**src/rtl/tcpd_pkg.sv**
```systemverilog
// ----------------------------------------------------------------------------
// tcpd_pkg: shared types and constants for the two-class priority deque
// Status codes, operation kinds, register indexes and reset values used by
// the channel interfaces and the deque logic.
// ----------------------------------------------------------------------------
package tcpd_pkg;

  // Field widths fixed by the item format
  localparam int KEY_W    = 16;
  localparam int AGE_W    = 8;
  localparam int STATUS_W = 3;
  localparam int WAIT_W   = 5;
  localparam int CFG_W    = 8;
  localparam int CFG_IDX_W = 1;

  // Result status codes
  typedef enum logic [STATUS_W-1:0] {
    ST_ADDED     = 3'd0,
    ST_DUPLICATE = 3'd1,
    ST_SERVED    = 3'd2,
    ST_EMPTY     = 3'd3,
    ST_FULL      = 3'd4
  } status_t;

  // Operation kind of an input item
  localparam logic KIND_ENQ = 1'b0;
  localparam logic KIND_DEQ = 1'b1;

  // Configuration register indexes
  localparam logic [CFG_IDX_W-1:0] CFG_YOUNG_LIMIT = 1'b0;
  localparam logic [CFG_IDX_W-1:0] CFG_OLD_LIMIT   = 1'b1;

  // Register reset values
  localparam logic [AGE_W-1:0] YOUNG_LIMIT_RESET = 8'd18;
  localparam logic [AGE_W-1:0] OLD_LIMIT_RESET   = 8'd60;

endpackage

```
**src/rtl/tcpd_in_if.sv**
```systemverilog
// ----------------------------------------------------------------------------
// tcpd_in_if: input item channel
// Valid/ready channel carrying one enqueue or dequeue request.
// ----------------------------------------------------------------------------
interface tcpd_in_if;
  logic                         valid;
  logic                         ready;
  logic                         kind;
  logic [tcpd_pkg::KEY_W-1:0]   entry_key;
  logic [tcpd_pkg::AGE_W-1:0]   entry_age;

  modport source (output valid, output kind, output entry_key, output entry_age,
                  input ready);
  modport sink   (input valid, input kind, input entry_key, input entry_age,
                  output ready);
endinterface

```
**src/rtl/tcpd_out_if.sv**
```systemverilog
// ----------------------------------------------------------------------------
// tcpd_out_if: result item channel
// Valid/ready channel carrying one status result with occupancy.
// ----------------------------------------------------------------------------
interface tcpd_out_if;
  logic                          valid;
  logic                          ready;
  tcpd_pkg::status_t             status;
  logic [tcpd_pkg::KEY_W-1:0]    served_key;
  logic [tcpd_pkg::AGE_W-1:0]    served_age;
  logic [tcpd_pkg::WAIT_W-1:0]   waiting;
  logic                          is_empty;

  modport source (output valid, output status, output served_key,
                  output served_age, output waiting, output is_empty,
                  input ready);
  modport sink   (input valid, input status, input served_key,
                  input served_age, input waiting, input is_empty,
                  output ready);
endinterface

```
**src/rtl/tcpd_store.sv**
```systemverilog
// ----------------------------------------------------------------------------
// tcpd_store: ring entry memory
// One write port and one registered read port holding key and age per slot.
// ----------------------------------------------------------------------------
module tcpd_store #(
  parameter int DEPTH = 16
) (
  input  logic                          clk,
  input  logic                          wr_en,
  input  logic [$clog2(DEPTH)-1:0]      wr_addr,
  input  logic [tcpd_pkg::KEY_W-1:0]    wr_key,
  input  logic [tcpd_pkg::AGE_W-1:0]    wr_age,
  input  logic [$clog2(DEPTH)-1:0]      rd_addr,
  output logic [tcpd_pkg::KEY_W-1:0]    rd_key,
  output logic [tcpd_pkg::AGE_W-1:0]    rd_age
);
  import tcpd_pkg::*;

  logic [KEY_W-1:0] key_mem [DEPTH];
  logic [AGE_W-1:0] age_mem [DEPTH];

  // Write one slot
  always_ff @(posedge clk) begin
    if (wr_en) begin
      key_mem[wr_addr] <= wr_key;
      age_mem[wr_addr] <= wr_age;
    end
  end

  // Read one slot, data valid next cycle
  always_ff @(posedge clk) begin
    rd_key <= key_mem[rd_addr];
    rd_age <= age_mem[rd_addr];
  end

endmodule

```
**src/rtl/two_class_priority_deque.sv**
```systemverilog
// ----------------------------------------------------------------------------
// two_class_priority_deque: bounded deque with front insert for two age classes
// Ring of DEPTH (key, age) slots with duplicate-key rejection and status output.
// ----------------------------------------------------------------------------
// Takes one item at a time. An enqueue scans the queued keys through the entry
// memory's single read port, one key per cycle, with one shared key comparator,
// then writes the entry in S_WRITE, or reports a full queue, and stops early
// when a duplicate is found. A dequeue reads the head slot in S_DEQ and serves
// it in S_SERVE, while a dequeue of an empty queue skips both states. The
// next item is taken once the result is in the output register; the output
// register holds a result until it is taken. Entries whose age is at or below
// young_limit or at or above old_limit go to the front, others to the back.
// Configuration writes take effect at once and are meant for idle periods.
// ----------------------------------------------------------------------------
module two_class_priority_deque #(
  parameter int DEPTH = 16
) (
  input  logic                              clk,
  input  logic                              rst_n,
  tcpd_in_if.sink                           in_ch,
  tcpd_out_if.source                        out_ch,
  input  logic                              cfg_we,
  input  logic [tcpd_pkg::CFG_IDX_W-1:0]    cfg_index,
  input  logic [tcpd_pkg::CFG_W-1:0]        cfg_data
);
  import tcpd_pkg::*;

  localparam int IDXW = $clog2(DEPTH);
  localparam int OCCW = $clog2(DEPTH + 1);
  localparam logic [IDXW-1:0] LAST_SLOT = IDXW'(DEPTH - 1);
  localparam logic [OCCW-1:0] FULL_OCC  = OCCW'(DEPTH);

  typedef enum logic [5:0] {
    S_IDLE  = 6'b000001,
    S_SCAN  = 6'b000010,
    S_DEQ   = 6'b000100,
    S_SERVE = 6'b001000,
    S_WRITE = 6'b010000,
    S_DONE  = 6'b100000
  } state_t;

  state_t            state_r, state_nxt;
  logic [IDXW-1:0]   head_r, head_nxt;
  logic [OCCW-1:0]   occ_r, occ_nxt;
  logic [OCCW-1:0]   cnt_r, cnt_nxt;
  logic [IDXW-1:0]   ptr_r, ptr_nxt;
  logic              pend_r, pend_nxt;
  logic [AGE_W-1:0]  young_r, old_r;

  logic [KEY_W-1:0]  key_r, key_nxt;
  logic [AGE_W-1:0]  age_r, age_nxt;
  status_t           res_status_r, res_status_nxt;
  logic [KEY_W-1:0]  res_key_r, res_key_nxt;
  logic [AGE_W-1:0]  res_age_r, res_age_nxt;

  logic              out_valid_r, out_valid_nxt;
  status_t           out_status_r;
  logic [KEY_W-1:0]  out_key_r;
  logic [AGE_W-1:0]  out_age_r;
  logic [WAIT_W-1:0] out_wait_r;
  logic              out_empty_r;

  logic              mem_we;
  logic [IDXW-1:0]   mem_waddr, mem_raddr;
  logic [KEY_W-1:0]  rd_key;
  logic [AGE_W-1:0]  rd_age;

  logic              in_take, out_load, issue, match, front;
  logic [IDXW-1:0]   head_dec, head_inc, ptr_inc;
  logic [31:0]       occ_ext;

  tcpd_store #(.DEPTH(DEPTH)) u_store (
    .clk     (clk),
    .wr_en   (mem_we),
    .wr_addr (mem_waddr),
    .wr_key  (key_r),
    .wr_age  (age_r),
    .rd_addr (mem_raddr),
    .rd_key  (rd_key),
    .rd_age  (rd_age)
  );

  // Ring pointer steps
  assign head_dec = (head_r == '0) ? LAST_SLOT : head_r - 1'b1;
  assign head_inc = (head_r == LAST_SLOT) ? '0 : head_r + 1'b1;
  assign ptr_inc  = (ptr_r == LAST_SLOT) ? '0 : ptr_r + 1'b1;

  // Shared key comparator and age class decision
  assign issue = (cnt_r != occ_r);
  assign match = pend_r && (rd_key == key_r);
  assign front = (age_r <= young_r) || (age_r >= old_r);

  assign in_ch.ready = (state_r == S_IDLE);
  assign in_take     = in_ch.valid && in_ch.ready;
  assign out_load    = (state_r == S_DONE) && (!out_valid_r || out_ch.ready);

  // Sequencer
  always_comb begin
    state_nxt      = state_r;
    head_nxt       = head_r;
    occ_nxt        = occ_r;
    cnt_nxt        = cnt_r;
    ptr_nxt        = ptr_r;
    pend_nxt       = 1'b0;
    key_nxt        = key_r;
    age_nxt        = age_r;
    res_status_nxt = res_status_r;
    res_key_nxt    = res_key_r;
    res_age_nxt    = res_age_r;
    mem_we         = 1'b0;
    mem_waddr      = ptr_r;
    mem_raddr      = head_r;
    unique case (state_r)
      S_IDLE: begin
        if (in_take) begin
          key_nxt     = in_ch.entry_key;
          age_nxt     = in_ch.entry_age;
          res_key_nxt = '0;
          res_age_nxt = '0;
          cnt_nxt     = '0;
          ptr_nxt     = head_r;
          if (in_ch.kind == KIND_DEQ) begin
            if (occ_r == '0) begin
              res_status_nxt = ST_EMPTY;
              state_nxt      = S_DONE;
            end else begin
              state_nxt = S_DEQ;
            end
          end else begin
            state_nxt = S_SCAN;
          end
        end
      end
      S_DEQ: begin
        mem_raddr = head_r;
        state_nxt = S_SERVE;
      end
      S_SERVE: begin
        res_status_nxt = ST_SERVED;
        res_key_nxt    = rd_key;
        res_age_nxt    = rd_age;
        head_nxt       = head_inc;
        occ_nxt        = occ_r - 1'b1;
        state_nxt      = S_DONE;
      end
      S_SCAN: begin
        // Issue the next queued key, compare the one read last cycle
        mem_raddr = ptr_r;
        if (issue) begin
          cnt_nxt  = cnt_r + 1'b1;
          ptr_nxt  = ptr_inc;
          pend_nxt = 1'b1;
        end
        if (match) begin
          res_status_nxt = ST_DUPLICATE;
          state_nxt      = S_DONE;
        end else if (!issue) begin
          if (occ_r == FULL_OCC) begin
            res_status_nxt = ST_FULL;
            state_nxt      = S_DONE;
          end else begin
            state_nxt = S_WRITE;
          end
        end
      end
      S_WRITE: begin
        // Front insert moves head back; back insert uses the slot after the tail
        mem_we = 1'b1;
        if (front) begin
          mem_waddr = head_dec;
          head_nxt  = head_dec;
        end else begin
          mem_waddr = ptr_r;
        end
        occ_nxt        = occ_r + 1'b1;
        res_status_nxt = ST_ADDED;
        state_nxt      = S_DONE;
      end
      S_DONE: begin
        if (out_load) begin
          state_nxt = S_IDLE;
        end
      end
      default: begin
        state_nxt = S_IDLE;
      end
    endcase
  end

  // Control registers
  always_ff @(posedge clk) begin
    if (!rst_n) begin
      state_r <= S_IDLE;
      head_r  <= '0;
      occ_r   <= '0;
      cnt_r   <= '0;
      ptr_r   <= '0;
      pend_r  <= 1'b0;
    end else begin
      state_r <= state_nxt;
      head_r  <= head_nxt;
      occ_r   <= occ_nxt;
      cnt_r   <= cnt_nxt;
      ptr_r   <= ptr_nxt;
      pend_r  <= pend_nxt;
    end
  end

  // Item and result payload
  always_ff @(posedge clk) begin
    key_r        <= key_nxt;
    age_r        <= age_nxt;
    res_status_r <= res_status_nxt;
    res_key_r    <= res_key_nxt;
    res_age_r    <= res_age_nxt;
  end

  // Configuration registers
  always_ff @(posedge clk) begin
    if (!rst_n) begin
      young_r <= YOUNG_LIMIT_RESET;
      old_r   <= OLD_LIMIT_RESET;
    end else if (cfg_we) begin
      unique case (cfg_index)
        CFG_YOUNG_LIMIT: young_r <= cfg_data;
        CFG_OLD_LIMIT:   old_r   <= cfg_data;
        default: ;
      endcase
    end
  end

  // Output register: load a finished result, drop it once taken
  assign occ_ext = 32'(occ_r);

  always_comb begin
    out_valid_nxt = out_valid_r;
    if (out_load) begin
      out_valid_nxt = 1'b1;
    end else if (out_ch.ready) begin
      out_valid_nxt = 1'b0;
    end
  end

  always_ff @(posedge clk) begin
    if (!rst_n) begin
      out_valid_r <= 1'b0;
    end else begin
      out_valid_r <= out_valid_nxt;
    end
  end

  always_ff @(posedge clk) begin
    if (out_load) begin
      out_status_r <= res_status_r;
      out_key_r    <= res_key_r;
      out_age_r    <= res_age_r;
      out_wait_r   <= occ_ext[WAIT_W-1:0];
      out_empty_r  <= (occ_r == '0);
    end
  end

  assign out_ch.valid      = out_valid_r;
  assign out_ch.status     = out_status_r;
  assign out_ch.served_key = out_key_r;
  assign out_ch.served_age = out_age_r;
  assign out_ch.waiting    = out_wait_r;
  assign out_ch.is_empty   = out_empty_r;

endmodule
```
**src/flat_wrapper.sv**
```systemverilog
// flat-port wrapper written by rule: the top's interface ports become plain ports
module two_class_priority_deque_flat import tcpd_pkg::*;
#(
  parameter int DEPTH = 16
)
  (clk, rst_n, cfg_we, cfg_index, cfg_data, in_ch_valid, in_ch_kind, in_ch_entry_key, in_ch_entry_age, in_ch_ready, out_ch_valid, out_ch_status, out_ch_served_key, out_ch_served_age, out_ch_waiting, out_ch_is_empty, out_ch_ready);
  tcpd_in_if in_ch_i ();
  tcpd_out_if out_ch_i ();
  input  logic clk;
  input  logic rst_n;
  input  logic cfg_we;
  input  logic [tcpd_pkg::CFG_IDX_W-1:0] cfg_index;
  input  logic [tcpd_pkg::CFG_W-1:0] cfg_data;
  input wire logic [$bits(in_ch_i.valid)-1:0] in_ch_valid;
  input wire logic [$bits(in_ch_i.kind)-1:0] in_ch_kind;
  input wire logic [$bits(in_ch_i.entry_key)-1:0] in_ch_entry_key;
  input wire logic [$bits(in_ch_i.entry_age)-1:0] in_ch_entry_age;
  output wire logic [$bits(in_ch_i.ready)-1:0] in_ch_ready;
  output wire logic [$bits(out_ch_i.valid)-1:0] out_ch_valid;
  output wire logic [$bits(out_ch_i.status)-1:0] out_ch_status;
  output wire logic [$bits(out_ch_i.served_key)-1:0] out_ch_served_key;
  output wire logic [$bits(out_ch_i.served_age)-1:0] out_ch_served_age;
  output wire logic [$bits(out_ch_i.waiting)-1:0] out_ch_waiting;
  output wire logic [$bits(out_ch_i.is_empty)-1:0] out_ch_is_empty;
  input wire logic [$bits(out_ch_i.ready)-1:0] out_ch_ready;
  assign in_ch_i.valid = in_ch_valid;
  assign in_ch_i.kind = in_ch_kind;
  assign in_ch_i.entry_key = in_ch_entry_key;
  assign in_ch_i.entry_age = in_ch_entry_age;
  assign in_ch_ready = in_ch_i.ready;
  assign out_ch_valid = out_ch_i.valid;
  assign out_ch_status = out_ch_i.status;
  assign out_ch_served_key = out_ch_i.served_key;
  assign out_ch_served_age = out_ch_i.served_age;
  assign out_ch_waiting = out_ch_i.waiting;
  assign out_ch_is_empty = out_ch_i.is_empty;
  assign out_ch_i.ready = out_ch_ready;
  two_class_priority_deque #(.DEPTH(DEPTH)) u_core (.clk(clk), .rst_n(rst_n), .in_ch(in_ch_i), .out_ch(out_ch_i), .cfg_we(cfg_we), .cfg_index(cfg_index), .cfg_data(cfg_data));
endmodule
```
**config.mk**
```make
export PLATFORM = sky130hd
export DESIGN_NAME = two_class_priority_deque_flat
export DESIGN_NICKNAME = d
export VERILOG_FILES = /design/src/rtl/tcpd_pkg.sv /design/src/rtl/tcpd_in_if.sv /design/src/rtl/tcpd_out_if.sv /design/src/rtl/tcpd_store.sv /design/src/rtl/two_class_priority_deque.sv /design/src/flat_wrapper.sv
export SDC_FILE = /design/constraint.sdc
export NUM_CORES = 1
export LEC_CHECK = 0
export BUFFER_PORTS_ARGS = -buffer_cell sky130_fd_sc_hd__buf_2
export CORE_MARGIN = 2
export CORE_UTILIZATION = 40
export DETAILED_ROUTE_END_ITERATION = 10
export PLACE_DENSITY_LB_ADDON = 0.3
export RECOVER_POWER = 100
export SYNTH_ARGS = -nofsm -noshare
export SYNTH_HDL_FRONTEND = slang
export SYNTH_HIERARCHICAL = 1
export SYNTH_SLANG_ARGS = --single-unit
```
**constraint.sdc**
```tcl
create_clock -name clk -period 5 [get_ports clk]
set_input_delay 1 -clock clk [delete_from_list [all_inputs] [get_ports clk]]
set_output_delay 1 -clock clk [all_outputs]
set_load 0.01 [all_outputs]
```
==> tab_implementation.tex <==
\begin{tabular}{lr}
\hline
Metric & Value \\
\hline
\multicolumn{2}{l}{\textbf{Logic synthesis}} \\
\quad Post-synthesis instance area & 0.0205 mm\^{}2 \\
\quad Synthesized netlist net count & 1168 \\
\quad Flop and latch count out of synthesis & 534 \\
\quad Avg Synthesized Cell Area & 18.5 um\^{}2 \\
\quad Proportion of synthesized chip area in sequential cells & 75.1\% \\
\quad Post-synth top flop & edfxtp\_1 \\
\quad Area share of the largest cell type after synthesis & 68.6\% \\
\quad Most common cell in the synthesized netlist & edfxtp\_1 \\
\quad Unique cell type count in the Yosys netlist & 61 \\
\quad Top cell types by occurrence after synthesis & edfxtp\_1 (468), mux4\_2 (96), nand2\_1 (73) \\
\quad Syn Inst Count & 1105 \\
\quad Number of warnings printed during yosys synthesis & 6 \\
\quad Biggest area consumer among synthesized cells & edfxtp\_1 \\
\quad Leading post-synthesis cells by cell area & edfxtp\_1 (69\%), mux4\_2 (11\%), dfxtp\_1 (6.5\%) \\
\quad Number of synthesized flops with an enable pin & 468 \\
\quad Fraction of registers with async set or reset after synthesis & 0\% \\
\multicolumn{2}{l}{\textbf{Clock tree}} \\
\quad Clock tree from TritonCTS & yes \\
\quad Post-CTS Hold Buffers & 0 \\
\quad Post-CTS resize count & 0 \\
\quad Number of clock sinks & 534 \\
\quad Number of clock buffers inserted by TritonCTS & 53 \\
\quad Clock-pin transition on the worst setup and hold timing paths & 0.06 ns \\
\quad Cell chosen for the clock root & clkbuf\_16 \\
\quad Maximum level of the CTS H-tree & 2 \\
\quad Maximum buffer depth of the clock tree & 3 \\
\quad Setup fix buffers added after clock tree synthesis & 0 \\
\quad Later-pin clock latency in the skew report & 0.60 ns \\
\multicolumn{2}{l}{\textbf{Setup path}} \\
\quad Critical path endpoint category & flip-flop \\
\quad CP Cell Sequence & clkbuf\_1 > ha\_1 > a21oi\_1 > a21oi\_1 > o311ai\_2 > nand2\_1 > mux2\_1 > or3b\_2 > nor3\_1 > buf\_4 \\
\quad Critical path startpoint category & flip-flop \\
\quad Slowest library cell on the worst path & clkbuf\_1 \\
\quad Arrival time reported for the critical path endpoint & 4.57 ns \\
\quad Cell type with the highest occurrence count on the critical path & a21oi\_1 \\
\quad Critical Setup Path Class & flip-flop to flip-flop \\
\quad Largest stage delay, worst path & 0.69 ns \\
\quad Largest fanout on the critical path & 24 \\
\quad Worst reg-to-reg path cell count & 10 \\
\quad Data required, critical path & 5.25 ns \\
\multicolumn{2}{l}{\textbf{Global routing}} \\
\quad Number of antenna violations at the first check in global routing & 1 \\
\quad Global-route usage over all layers & 16.7\% \\
\quad Global route total overflow & 0 \\
\quad First-pass GRT wire length & 65.9 mm \\
\quad Largest net degree at the start of global routing & 42 \\
\quad Vias in the first global route & 10735 \\
\multicolumn{2}{l}{\textbf{Layout}} \\
\quad Antenna cells & 0 \\
\quad Synth-to-Final Area Change & 15.1\% \\
\quad Fraction of layout cells with a size suffix above 1 & 20.4\% \\
\quad Layout net count & 1285 \\
\quad Layout fillers & 4219 \\
\quad Total non-filler cell area in the finished layout & 0.0236 mm\^{}2 \\
\multicolumn{2}{l}{\textbf{Floorplan}} \\
\quad Chip width & 230 um \\
\quad Core region area & 0.0504 mm\^{}2 \\
\quad Initial cell density of the core & 40.6\% \\
\quad Die outline area & 0.0530 mm\^{}2 \\
\quad Die height & 230 um \\
\quad I/O pin total & 74 \\
\quad Number of rows created at floorplan & 82 \\
\multicolumn{2}{l}{\textbf{Min path}} \\
\quad Hold/Removal Path Class & flip-flop to flip-flop \\
\quad Number of cells traversed by the worst hold path & 0 \\
\multicolumn{2}{l}{\textbf{Route}} \\
\quad Iteration-0 DRC Markers & 933 \\
\quad Wire per inst & 22.5 um \\
\quad Total number of vias & 10241 \\
\quad Number of vias per cell & 5.28 \\
\quad Antenna-violating nets left & 0 \\
\quad Total iterations of the first detailed-routing run & 5 \\
\quad Total DRC errors in the routed layout & 0 \\
\quad Drt total wl & 43.6 mm \\
\multicolumn{2}{l}{\textbf{Timing}} \\
\quad Relative slew slack & -71.4\% \\
\quad Final Hold Viols & 0 \\
\quad WHS & 0.408 ns \\
\quad Worst-case clock skew & 0.0168 ns \\
\quad Transition time of the tightest slew-check pin & 2.57 ns \\
\quad Shortest clock period the worst path allows after layout & 4.32 ns \\
\quad Max-slew violations & 34 \\
\quad Final setup violation count & 0 \\
\quad Setup repair after global routing missed its margin & no \\
\quad Max frequency & 0.231 GHz \\
\quad Final period utilization & 86.5\% \\
\quad Final TNS setup & 0 ns \\
\multicolumn{2}{l}{\textbf{Pwr}} \\
\quad VDD IR max & 0.000246 V \\
\quad Power after layout & 9.77 mW \\
\quad Lkg Pwr & 7.68 nW \\
\quad Power per unit of standard cell area & 415 mW/mm\^{}2 \\
\multicolumn{2}{l}{\textbf{Place}} \\
\quad Detail Placement HPWL & 26.8 mm \\
\quad Final Wtd Congestion & 0.807 \\
\quad Number of buffers added on ports & 73 \\
\quad Instance area at placement & 0.0219 mm\^{}2 \\
\multicolumn{2}{l}{\textbf{Status}} \\
\quad Violated checks & capacitance limit, slew limit \\
\quad Result of the run & finished, violations left \\
\multicolumn{2}{l}{\textbf{Run}} \\
\quad Number of maximum-capacitance constraint violations & 1 \\
\hline
\end{tabular}
==> cells by family (layout without fill, tap and decap cells) <==
group,after synthesis,after routing,share of synthesized area [%]
DFF,534,534,75.1
AOI/OAI and AO/OA,129,129,4.36
xor gates and xnor gates,31,31,1.33
buffers and inverters,78,239,1.81
adders and majority gates,24,24,1.50
muxes,103,103,10.9
and+or+nand+nor,206,206,4.99
==> per-stage QoR <==
| stage | utilization [%] | setup WS [ns] | std cells |
|---|---|---|---|
| CTS | 47.1 | 0.999 | 1938 |
| global route | 46.8 | 0.418 | 1938 |
| global placement | 43.5 | 1.12 | 1839 |
| detailed placement | 43.5 | 1.03 | 1839 |
| finish | 46.8 | 0.676 | 1938 |
| floorplan | - | 0.285 | 1105 |
==> cells in the final DEF, fill, tap and decap left out, types with 3 or more instances in the layout <==
master	instances
nor4_1	4
mux4_2	96
clkinv_1	11
a21o_1	3
a21oi_1	29
nand4_1	3
nor3_1	12
xor2_1	25
and2_0	3
buf_12	8
nand2b_1	7
edfxtp_1	468
o21ai_0	16
and3_1	25
nor3b_1	3
nor2_1	34
clkinv_2	10
nand2_1	74
mux2i_1	4
buf_2	31
ha_1	23
o211ai_1	10
clkbuf_16	54
nand3_1	10
clkbuf_2	3
nand3b_1	3
bufinv_16	9
nor2b_1	6
dfxtp_1	66
inv_1	24
nor2_2	8
buf_4	21
xnor2_1	6
clkbuf_1	62
a22oi_1	49
==> path summary, 6_finish.rpt <==
kind              slack, ns           startpoint                      endpoint
setup reg to reg       0.68      u_core/age_r[3]  u_core/u_store/age_mem[0][5]
setup / recovery       0.68      u_core/age_r[3]  u_core/u_store/age_mem[0][5]
hold reg to reg        0.41  u_core/res_key_r[0]   u_core/out_ch.served_key[0]
hold / removal         0.41  u_core/res_key_r[0]   u_core/out_ch.served_key[0]
==> layer usage <==
| layer | routed length (um) | part of all wire (%) | vias up | GRT usage (%) |
|---|---|---|---|---|
| met1 | 19200 | 44 | 5300 | 22.5 |
| met5 | 0 | 0 | - | 0 |
| met4 | 951 | 2.2 | 0 | 5.22 |
| met3 | 2430 | 5.6 | 58 | 3.57 |
| met2 | 21000 | 48 | 252 | 27.3 |
| li1 | - | - | 4631 | - |
==> cell type report <==
class | instances | area [um^2] | area share [%]
multi-input cells | 493 | 4750 | 20.2
inverters | 25 | 95.1 | 0.403
clock inverters | 34 | 420 | 1.78
repair buffers | 115 | 683 | 2.90
flip-flops and latches | 534 | 15400 | 65.2
well taps | 672 | 841 | 3.57
clock buffers | 65 | 1400 | 5.95
==> report_power, final <==
part | internal [mW] | switching [mW]
clock network | 2.47 | 1.65
logic | 0.140 | 0.286
registers | 5.08 | 0.157
==> critical path: cells and delay by family (launching register included) <==
kind / cells / cell delay [ns]
buf+inv: 2 / 1.07
simple gates: 3 / 0.93
compound gates: 3 / 0.83
mux: 1 / 0.41
fa+ha+maj: 1 / 0.40
flops: 1 / 0.32
==> state kept, by name (all words and copies together), names as in the netlist, 3 cells and up <==
| name | count |
|---|---|
| u_core/old_r | 8 |
| u_core/ptr_r | 4 |
| u_core/state_r | 6 |
| u_core/cnt_r | 5 |
| u_core/head_r | 4 |
| u_core/u_store/age_mem | 128 |
| u_core/age_r | 8 |
| u_core/out_ch.waiting | 5 |
| u_core/u_store/key_mem | 256 |
| u_core/key_r | 16 |
| u_core/occ_r | 5 |
| u_core/u_store/rd_key | 16 |
| u_core/out_ch.served_key | 16 |
| u_core/u_store/rd_age | 8 |
| u_core/young_r | 8 |
| u_core/res_status_r | 3 |
| u_core/out_ch.served_age | 8 |
| u_core/out_ch.status | 3 |
| u_core/res_age_r | 8 |
| u_core/res_key_r | 16 |
No activity file was read; power rests on OpenSTA's default activity.
